$ cat config.mk
export PLATFORM = sky130hd
export DESIGN_NAME = lrsc_core
export DESIGN_NICKNAME = d
export VERILOG_FILES = /design/src/rtl/lrsc_pkg.sv /design/src/rtl/lrsc_core.sv
export VERILOG_INCLUDE_DIRS = /design/src /design/src/rtl
export SDC_FILE = /design/constraint.sdc
export NUM_CORES = 2
export LEC_CHECK = 0
export BUFFER_PORTS_ARGS = -buffer_cell sky130_fd_sc_hd__buf_2
export CAP_MARGIN = 0
export CORE_MARGIN = 8
export CORE_UTILIZATION = 54
export DETAILED_ROUTE_END_ITERATION = 8
export MAX_ROUTING_LAYER = met4
export PLACE_DENSITY_LB_ADDON = 0.2
export SYNTH_ARGS = -nofsm -noshare
export SYNTH_HDL_FRONTEND = slang
export SYNTH_SLANG_ARGS = --single-unit
export TNS_END_PERCENT = 20
$ cat constraint.sdc
create_clock -name clk -period 10.8 [get_ports clk]
set_clock_uncertainty 0.1 [all_clocks]
set_input_delay 0.54 -clock clk [delete_from_list [all_inputs] [get_ports clk]]
set_output_delay 0.54 -clock clk [all_outputs]
set_load 0.005 [all_outputs]
$ cat src/rtl/assert_macros.svh
// Assertion macros shared by the log record stream checker RTL
`ifndef ASSERT_MACROS_SVH
`define ASSERT_MACROS_SVH

// property must hold at every clock edge outside reset
`define LRSC_ASSERT(label, prop, msg) \
  label: assert property (@(posedge clk) disable iff (!rst_n) prop) else $error(msg);

// expression must never be true outside reset
`define LRSC_NEVER(label, expr, msg) \
  label: assert property (@(posedge clk) disable iff (!rst_n) !(expr)) else $error(msg);

`endif

$ cat src/rtl/lrsc_pkg.sv
// Types and constants of the log record stream checker
package lrsc_pkg;

  localparam logic [31:0] LOG_MAGIC   = 32'h3156_4B53;
  localparam logic [15:0] LOG_VERSION = 16'd1;
  localparam logic [31:0] HASH_BASIS  = 32'd2166136261;
  localparam logic [31:0] HASH_PRIME  = 32'd16777619;
  localparam logic [4:0]  HDR_LAST    = 5'd27;
  localparam logic [63:0] SEQ_START   = 64'd1;

  localparam logic [1:0] KIND_DATA    = 2'd0;
  localparam logic [1:0] KIND_VERDICT = 2'd1;
  localparam logic [1:0] KIND_END     = 2'd2;

  localparam logic [2:0] ST_OK      = 3'd0;
  localparam logic [2:0] ST_MAGIC   = 3'd1;
  localparam logic [2:0] ST_SIZE    = 3'd2;
  localparam logic [2:0] ST_ORDER   = 3'd3;
  localparam logic [2:0] ST_TYPE    = 3'd4;
  localparam logic [2:0] ST_CSUM    = 3'd5;
  localparam logic [2:0] ST_PARTIAL = 3'd6;

  localparam logic [1:0] CFG_MAX_KEY   = 2'd0;
  localparam logic [1:0] CFG_MAX_VALUE = 2'd1;
  localparam logic [1:0] CFG_PUT_CODE  = 2'd2;
  localparam logic [1:0] CFG_ERASE_CODE = 2'd3;

  localparam logic [31:0] MAX_KEY_RST   = 32'd1024;
  localparam logic [31:0] MAX_VALUE_RST = 32'd65536;
  localparam logic [7:0]  PUT_CODE_RST  = 8'd0;
  localparam logic [7:0]  ERASE_CODE_RST = 8'd1;

  typedef struct packed {
    logic [7:0] log_byte;
    logic       first_byte;
    logic       end_of_log;
    logic       empty_log;
  } in_word_t;

  typedef struct packed {
    logic [1:0]  kind;
    logic [7:0]  data_byte;
    logic        in_value;
    logic        is_erase;
    logic [63:0] sequence_res;
    logic [31:0] key_len;
    logic [31:0] value_len;
    logic [2:0]  status;
    logic [63:0] next_sequence;
    logic        last;
  } res_t;

  typedef struct packed {
    logic [1:0]       cnt;
    res_t [2:0]       res;
  } push_t;

endpackage

$ cat src/rtl/lrsc_core.sv
// Input register, record parser state and per-word result generation
`include "assert_macros.svh"

module lrsc_core (
  input  logic              clk,
  input  logic              rst_n,
  input  logic              in_valid,
  output logic              in_ready,
  input  lrsc_pkg::in_word_t in_word,
  input  logic              room_i,
  input  logic              cfg_we,
  input  logic [1:0]        cfg_idx,
  input  logic [31:0]       cfg_data,
  output lrsc_pkg::push_t   push_o
);

  localparam logic [1:0] PH_HDR = 2'd0;
  localparam logic [1:0] PH_KEY = 2'd1;
  localparam logic [1:0] PH_VAL = 2'd2;

  logic [31:0] max_key_r, max_val_r;
  logic [7:0]  put_code_r, erase_code_r;

  logic              stg_valid_r;
  lrsc_pkg::in_word_t stg_r;
  logic              go;

  logic [1:0]        phase_r, phase_nxt;
  logic [4:0]        cnt_r, cnt_nxt;
  logic [3:0][63:0]  hdr_r, hdr_nxt;
  logic [31:0]       rk_r, rk_nxt, rv_r, rv_nxt;
  logic [31:0]       hash_r, hash_nxt;
  logic [63:0]       last_seq_r, last_seq_nxt;
  logic [63:0]       foll_r, foll_nxt;
  logic              halted_r, halted_nxt;
  logic [2:0]        sticky_r, sticky_nxt;
  logic [1:0]        nres;
  lrsc_pkg::res_t [2:0] res_v;

  function automatic lrsc_pkg::res_t mk_res(input logic [1:0] kind, input logic [7:0] data,
                                            input logic inval, input logic [2:0] st,
                                            input logic [3:0][63:0] hdr,
                                            input logic [63:0] foll,
                                            input logic [7:0] putc, input logic [7:0] erc);
    lrsc_pkg::res_t r;
    logic           rec;
    logic [7:0]     typ;
    rec = (kind != lrsc_pkg::KIND_END);
    typ = hdr[0][55:48];
    r.kind          = kind;
    r.data_byte     = data;
    r.in_value      = inval;
    r.is_erase      = rec && (typ != putc) && (typ == erc);
    r.sequence_res  = rec ? hdr[1] : 64'd0;
    r.key_len       = rec ? hdr[2][31:0] : 32'd0;
    r.value_len     = rec ? hdr[2][63:32] : 32'd0;
    r.status        = st;
    r.next_sequence = foll;
    r.last          = 1'b0;
    return r;
  endfunction

  assign go       = stg_valid_r && room_i;
  assign in_ready = !stg_valid_r || go;

  always_comb begin
    logic       fin;
    logic [2:0] code;
    logic [2:0] st;
    logic [31:0] hash_f;
    fin    = 1'b0;
    code   = lrsc_pkg::ST_OK;
    st     = lrsc_pkg::ST_OK;
    hash_f = hash_r;
    nres   = 2'd0;
    res_v  = '0;
    if (stg_r.first_byte) begin
      phase_nxt    = PH_HDR;
      cnt_nxt      = '0;
      hdr_nxt      = '0;
      rk_nxt       = '0;
      rv_nxt       = '0;
      hash_nxt     = lrsc_pkg::HASH_BASIS;
      last_seq_nxt = '0;
      foll_nxt     = lrsc_pkg::SEQ_START;
      halted_nxt   = 1'b0;
      sticky_nxt   = lrsc_pkg::ST_OK;
    end else begin
      phase_nxt    = phase_r;
      cnt_nxt      = cnt_r;
      hdr_nxt      = hdr_r;
      rk_nxt       = rk_r;
      rv_nxt       = rv_r;
      hash_nxt     = hash_r;
      last_seq_nxt = last_seq_r;
      foll_nxt     = foll_r;
      halted_nxt   = halted_r;
      sticky_nxt   = sticky_r;
    end

    if (!stg_r.empty_log && !halted_nxt) begin
      if (phase_nxt == PH_HDR) begin
        hdr_nxt[cnt_nxt[4:3]][{cnt_nxt[2:0], 3'b000} +: 8] = stg_r.log_byte;
        if (cnt_nxt >= lrsc_pkg::HDR_LAST) begin
          cnt_nxt = '0;
          if (hdr_nxt[0][31:0] != lrsc_pkg::LOG_MAGIC ||
              hdr_nxt[0][47:32] != lrsc_pkg::LOG_VERSION) begin
            code = lrsc_pkg::ST_MAGIC;
          end else if (hdr_nxt[2][31:0] > max_key_r || hdr_nxt[2][63:32] > max_val_r) begin
            code = lrsc_pkg::ST_SIZE;
          end else if (hdr_nxt[1] <= last_seq_nxt) begin
            code = lrsc_pkg::ST_ORDER;
          end else if (hdr_nxt[0][55:48] != put_code_r &&
                       hdr_nxt[0][55:48] != erase_code_r) begin
            code = lrsc_pkg::ST_TYPE;
          end
          if (code != lrsc_pkg::ST_OK) begin
            halted_nxt  = 1'b1;
            sticky_nxt  = code;
            res_v[nres] = mk_res(lrsc_pkg::KIND_VERDICT, 8'd0, 1'b0, code, hdr_nxt,
                                 foll_nxt, put_code_r, erase_code_r);
            nres        = nres + 2'd1;
          end else begin
            rk_nxt   = hdr_nxt[2][31:0];
            rv_nxt   = hdr_nxt[2][63:32];
            hash_nxt = lrsc_pkg::HASH_BASIS;
            if (rk_nxt != 32'd0) begin
              phase_nxt = PH_KEY;
            end else if (rv_nxt != 32'd0) begin
              phase_nxt = PH_VAL;
            end else begin
              fin    = 1'b1;
              hash_f = lrsc_pkg::HASH_BASIS;
            end
          end
        end else begin
          cnt_nxt = cnt_nxt + 5'd1;
        end
      end else begin
        hash_nxt    = (hash_nxt ^ {24'd0, stg_r.log_byte}) * lrsc_pkg::HASH_PRIME;
        hash_f      = hash_nxt;
        res_v[nres] = mk_res(lrsc_pkg::KIND_DATA, stg_r.log_byte, phase_nxt == PH_VAL,
                             lrsc_pkg::ST_OK, hdr_nxt, foll_nxt, put_code_r, erase_code_r);
        nres        = nres + 2'd1;
        if (phase_nxt == PH_KEY) begin
          rk_nxt = rk_nxt - 32'd1;
          if (rk_nxt == 32'd0) begin
            if (rv_nxt != 32'd0) begin
              phase_nxt = PH_VAL;
            end else begin
              fin = 1'b1;
            end
          end
        end else begin
          rv_nxt = rv_nxt - 32'd1;
          if (rv_nxt == 32'd0) begin
            fin = 1'b1;
          end
        end
      end

      if (fin) begin
        phase_nxt = PH_HDR;
        cnt_nxt   = '0;
        if (hash_f != hdr_nxt[3][31:0]) begin
          halted_nxt = 1'b1;
          sticky_nxt = lrsc_pkg::ST_CSUM;
          code       = lrsc_pkg::ST_CSUM;
        end else begin
          last_seq_nxt = hdr_nxt[1];
          foll_nxt     = hdr_nxt[1] + 64'd1;
          code         = lrsc_pkg::ST_OK;
        end
        res_v[nres] = mk_res(lrsc_pkg::KIND_VERDICT, 8'd0, 1'b0, code, hdr_nxt,
                             foll_nxt, put_code_r, erase_code_r);
        nres        = nres + 2'd1;
      end
    end

    if (stg_r.empty_log || stg_r.end_of_log) begin
      if (halted_nxt) begin
        st = sticky_nxt;
      end else if (phase_nxt == PH_HDR && cnt_nxt == 5'd0) begin
        st = lrsc_pkg::ST_OK;
      end else begin
        st = lrsc_pkg::ST_PARTIAL;
      end
      res_v[nres] = mk_res(lrsc_pkg::KIND_END, 8'd0, 1'b0, st, hdr_nxt, foll_nxt,
                           put_code_r, erase_code_r);
      nres        = nres + 2'd1;
    end

    if (nres != 2'd0) begin
      res_v[nres - 2'd1].last = 1'b1;
    end
  end

  assign push_o.cnt = go ? nres : 2'd0;
  assign push_o.res = res_v;

  always_ff @(posedge clk) begin
    if (!rst_n) begin
      max_key_r    <= lrsc_pkg::MAX_KEY_RST;
      max_val_r    <= lrsc_pkg::MAX_VALUE_RST;
      put_code_r   <= lrsc_pkg::PUT_CODE_RST;
      erase_code_r <= lrsc_pkg::ERASE_CODE_RST;
      stg_valid_r  <= 1'b0;
      phase_r      <= PH_HDR;
      cnt_r        <= '0;
      hdr_r        <= '0;
      rk_r         <= '0;
      rv_r         <= '0;
      hash_r       <= lrsc_pkg::HASH_BASIS;
      last_seq_r   <= '0;
      foll_r       <= lrsc_pkg::SEQ_START;
      halted_r     <= 1'b0;
      sticky_r     <= lrsc_pkg::ST_OK;
    end else begin
      if (cfg_we) begin
        case (cfg_idx)
          lrsc_pkg::CFG_MAX_KEY:    max_key_r    <= cfg_data;
          lrsc_pkg::CFG_MAX_VALUE:  max_val_r    <= cfg_data;
          lrsc_pkg::CFG_PUT_CODE:   put_code_r   <= cfg_data[7:0];
          lrsc_pkg::CFG_ERASE_CODE: erase_code_r <= cfg_data[7:0];
          default: ;
        endcase
      end
      if (in_valid && in_ready) begin
        stg_valid_r <= 1'b1;
      end else if (go) begin
        stg_valid_r <= 1'b0;
      end
      if (go) begin
        phase_r    <= phase_nxt;
        cnt_r      <= cnt_nxt;
        hdr_r      <= hdr_nxt;
        rk_r       <= rk_nxt;
        rv_r       <= rv_nxt;
        hash_r     <= hash_nxt;
        last_seq_r <= last_seq_nxt;
        foll_r     <= foll_nxt;
        halted_r   <= halted_nxt;
        sticky_r   <= sticky_nxt;
      end
    end
  end

  always_ff @(posedge clk) begin
    if (in_valid && in_ready) begin
      stg_r <= in_word;
    end
  end

  `LRSC_ASSERT(a_end_is_last, go && (stg_r.empty_log || stg_r.end_of_log) |-> push_o.cnt != 2'd0 && push_o.res[push_o.cnt - 2'd1].kind == lrsc_pkg::KIND_END, "end word missing from result")
  `LRSC_ASSERT(a_three_last, go && push_o.cnt == 2'd3 |-> push_o.res[2].last && !push_o.res[1].last && !push_o.res[0].last, "last flag misplaced")
  `LRSC_ASSERT(a_halted_quiet, go && halted_r && !stg_r.first_byte && !stg_r.empty_log && !stg_r.end_of_log |-> push_o.cnt == 2'd0, "result emitted while halted")

endmodule

==> impl_metrics.ini <==
[finish]
final_cells = 8130
drive_gt1_share_pct = 13.6
area.growth.synth_to_final_pct = 12.0
nets = 7372
mostFrequentLayoutCells = 1182 x nor2_1, 656 x nand2_1, 563 x a21oi_1
final_common_cell = nor2_1

[power_and_ir_drop]
p_leak_nw = 22.3
peakVddDrop_mv = 0.186
powerDensity_nw_per_um2 = 111

[yosys]
syn_area_um2 = 47000
yosysWarnings = 0
synth_edf_count = 11
yosys-top-cells-area = dfxtp_1 23%, nor2_1 9.5%, ha_1 8.7%, a21oi_1 6.0%, nand2_1 5.3%
ys_seq_area_share_pct = 23.3
yosys.area.top_type_share_pct = 22.6
ys.flop_type = dfxtp_1
ys_types = 100
async_reset_ff_share_pct = 0
syn_avg_cell_area_um2 = 7.07
yosys.area.top_type = dfxtp_1
syn_inst = 6656
ys_ff_latch = 543

[critical_path]
endpoint_kind = output port
cp_max_fo = 35
r2r-start = stg_r[2]
cp_slowest_stage_delay_ns = 0.67
crit_start = stg_r[2]
cp_top_family = simple AND/OR/NAND/NOR gates
cp.required_ns = 10.16
worstSetupPathType = flip-flop to output port
critPathLaunchType = flip-flop
worst-path-buf-inv = 5
worst_path_max_delay_cell = nor3b_1
critical_path_arrival_ns = 9.87

[clocking]
cts.sinks = 543
cts_tree = done
clock_latency_ns = 0.64
root_buffer = clkbuf_16
cts.path.max_buffers = 3
path_clk_slew_ns = 0.06
tritoncts.num_buffers = 66
h-tree-depth = 3
postCtsSetupRepairBufs = 0

[grt]
grt_max_degree = 188
grt_pass1_wl_um = 310000
antenna_found_initial = 6
grt_util_all_layers_pct = 41.7
grt_pass1_vias = 48800
grt_overflow_total = 0

[min_path]
min_from = in_word[1]
min_path_type = input pin to flip-flop

[sta]
max_freq_ghz = 0.0951
hold_violations = 1
grt_setup_unrepaired = false
hold_ws_ns = -0.00165
min_period_over_period_pct = 97.3
finalSetupViolations = 0
fin_crit_ns = 10.51
slew_headroom_pct = 14.2
finalMaxSlewViolations = 0
tightestPinTransition_ns = 1.27
setup-tns-final_ns = 0

[place]
dp_hpwl_um = 153000
place.gp.congestion = 1.03
placed_cells = 8001
port_buffers = 528

[routing]
drtAntennaViolNets = 0
vias_per_cell = 6.44
firstDrtPassIters = 9
drt-initial-drc-count = 7199
drt-total-wl_um = 209000
wl_per_cell_um = 25.7
drcViolationCount = 0
via_count = 52300

[floorplan]
dieArea_um2 = 96800
dieWidth_um = 311
start_util_pct = 54.3
rows = 108
ios = 677
die_h_um = 311
core_um2 = 86600

[status]
status = finished, violations left
violations = hold timing

[run]
max-cap-violations = 0
routing by layer:
layer	part of all wire [%]	vias to the layer above	track usage (%)
li1	-	23600	-
met3	12	625	10.3
met4	6.1	0	21.8
met2	43	3400	62.5
met1	39	24700	51.8
met5	0	-	-
timing repair:
item                                    CTS  global route
resized for setup                         1             2
hold endpoints to repair                  7             0
endpoints found under the setup margin    1            33
hold buffers                              7             0
path summary, 6_finish.rpt:
check / endpoint / slack, ns / cells after the start
worst max-delay path: push_o[3] / 0.29 / 26
worst min-delay path: stg_r[1] / -0.002 / 1
worst max register to register: last_seq_r[63] / 0.97 / 28
worst min register to register: max_val_r[15] / 0.36 / 2
area by class of cell:
type	instances	area, um^2
well taps	1155	1450
inverters	344	1310
repair buffers	734	4380
multi-input cells	5232	32300
clock inverters	27	370
flip-flops and latches	543	11000
diodes	6	15.0
clock buffers	89	1890
fillers	8227	33900
synthesized netlist by cell type, types with 36 or more instances:
library cell	n
nor2_1	1187
nand2_1	661
a21oi_1	566
dfxtp_1	532
clkbuf_1	421
inv_1	341
ha_1	327
o21ai_0	227
buf_4	148
mux2i_1	144
a22oi_1	143
nor3_1	140
a31oi_1	139
nand3_1	137
o22ai_1	106
xnor2_1	101
nor2b_1	95
a211oi_1	89
fa_1	74
nand4_1	73
xor2_1	71
nor4_1	65
o211ai_1	60
buf_2	59
o2bb2ai_1	58
or3_1	50
buf_1	47
a21o_1	36
cell families after synthesis:
group           Yosys count  synth area share, %
xor+xnor                172                 3.20
other cells               1              0.00797
mux                     173                 3.76
simple gates           2618                 24.8
fa+ha+maj               402                 11.9
compound gates         1719                 23.3
buf+inv                1028                 9.66
flops                   543                 23.3
report_power, final:
part	internal, mW	total (mW)	switching, mW
clock network	1.41	2.40	0.990
registers	2.04	2.08	0.0401
logic	0.460	1.38	0.916
per-stage QoR:
stage / worst slack, ns / total power, mW / area [um^2] / hold slack [ns] / util, %
detailed placement: 0.643 / 3.45 / 50300 / 0.346 / 58.1
floorplan: 0.0371 / 3.08 / 47600 / 0.332 / -
global route: 0.0121 / 6.05 / 52700 / 0.000731 / 60.8
global placement: 0.769 / 3.44 / 50300 / 0.343 / 58.1
CTS: 0.399 / 5.80 / 52700 / 0.00388 / 60.8
finish: 0.287 / 5.85 / 52700 / -0.00165 / 60.8
sequential cells by signal, summed over array words and instances, names as in the netlist:
register      flops
stg_valid_r       1
hash_r           32
rk_r             32
last_seq_r       64
put_code_r        8
max_val_r        32
sticky_r          3
hdr_r           216
halted_r          1
stg_r            11
max_key_r        32
phase_r           2
foll_r           64
cnt_r             5
erase_code_r      8
rv_r             32
No activity file was read; power rests on OpenSTA's default activity.
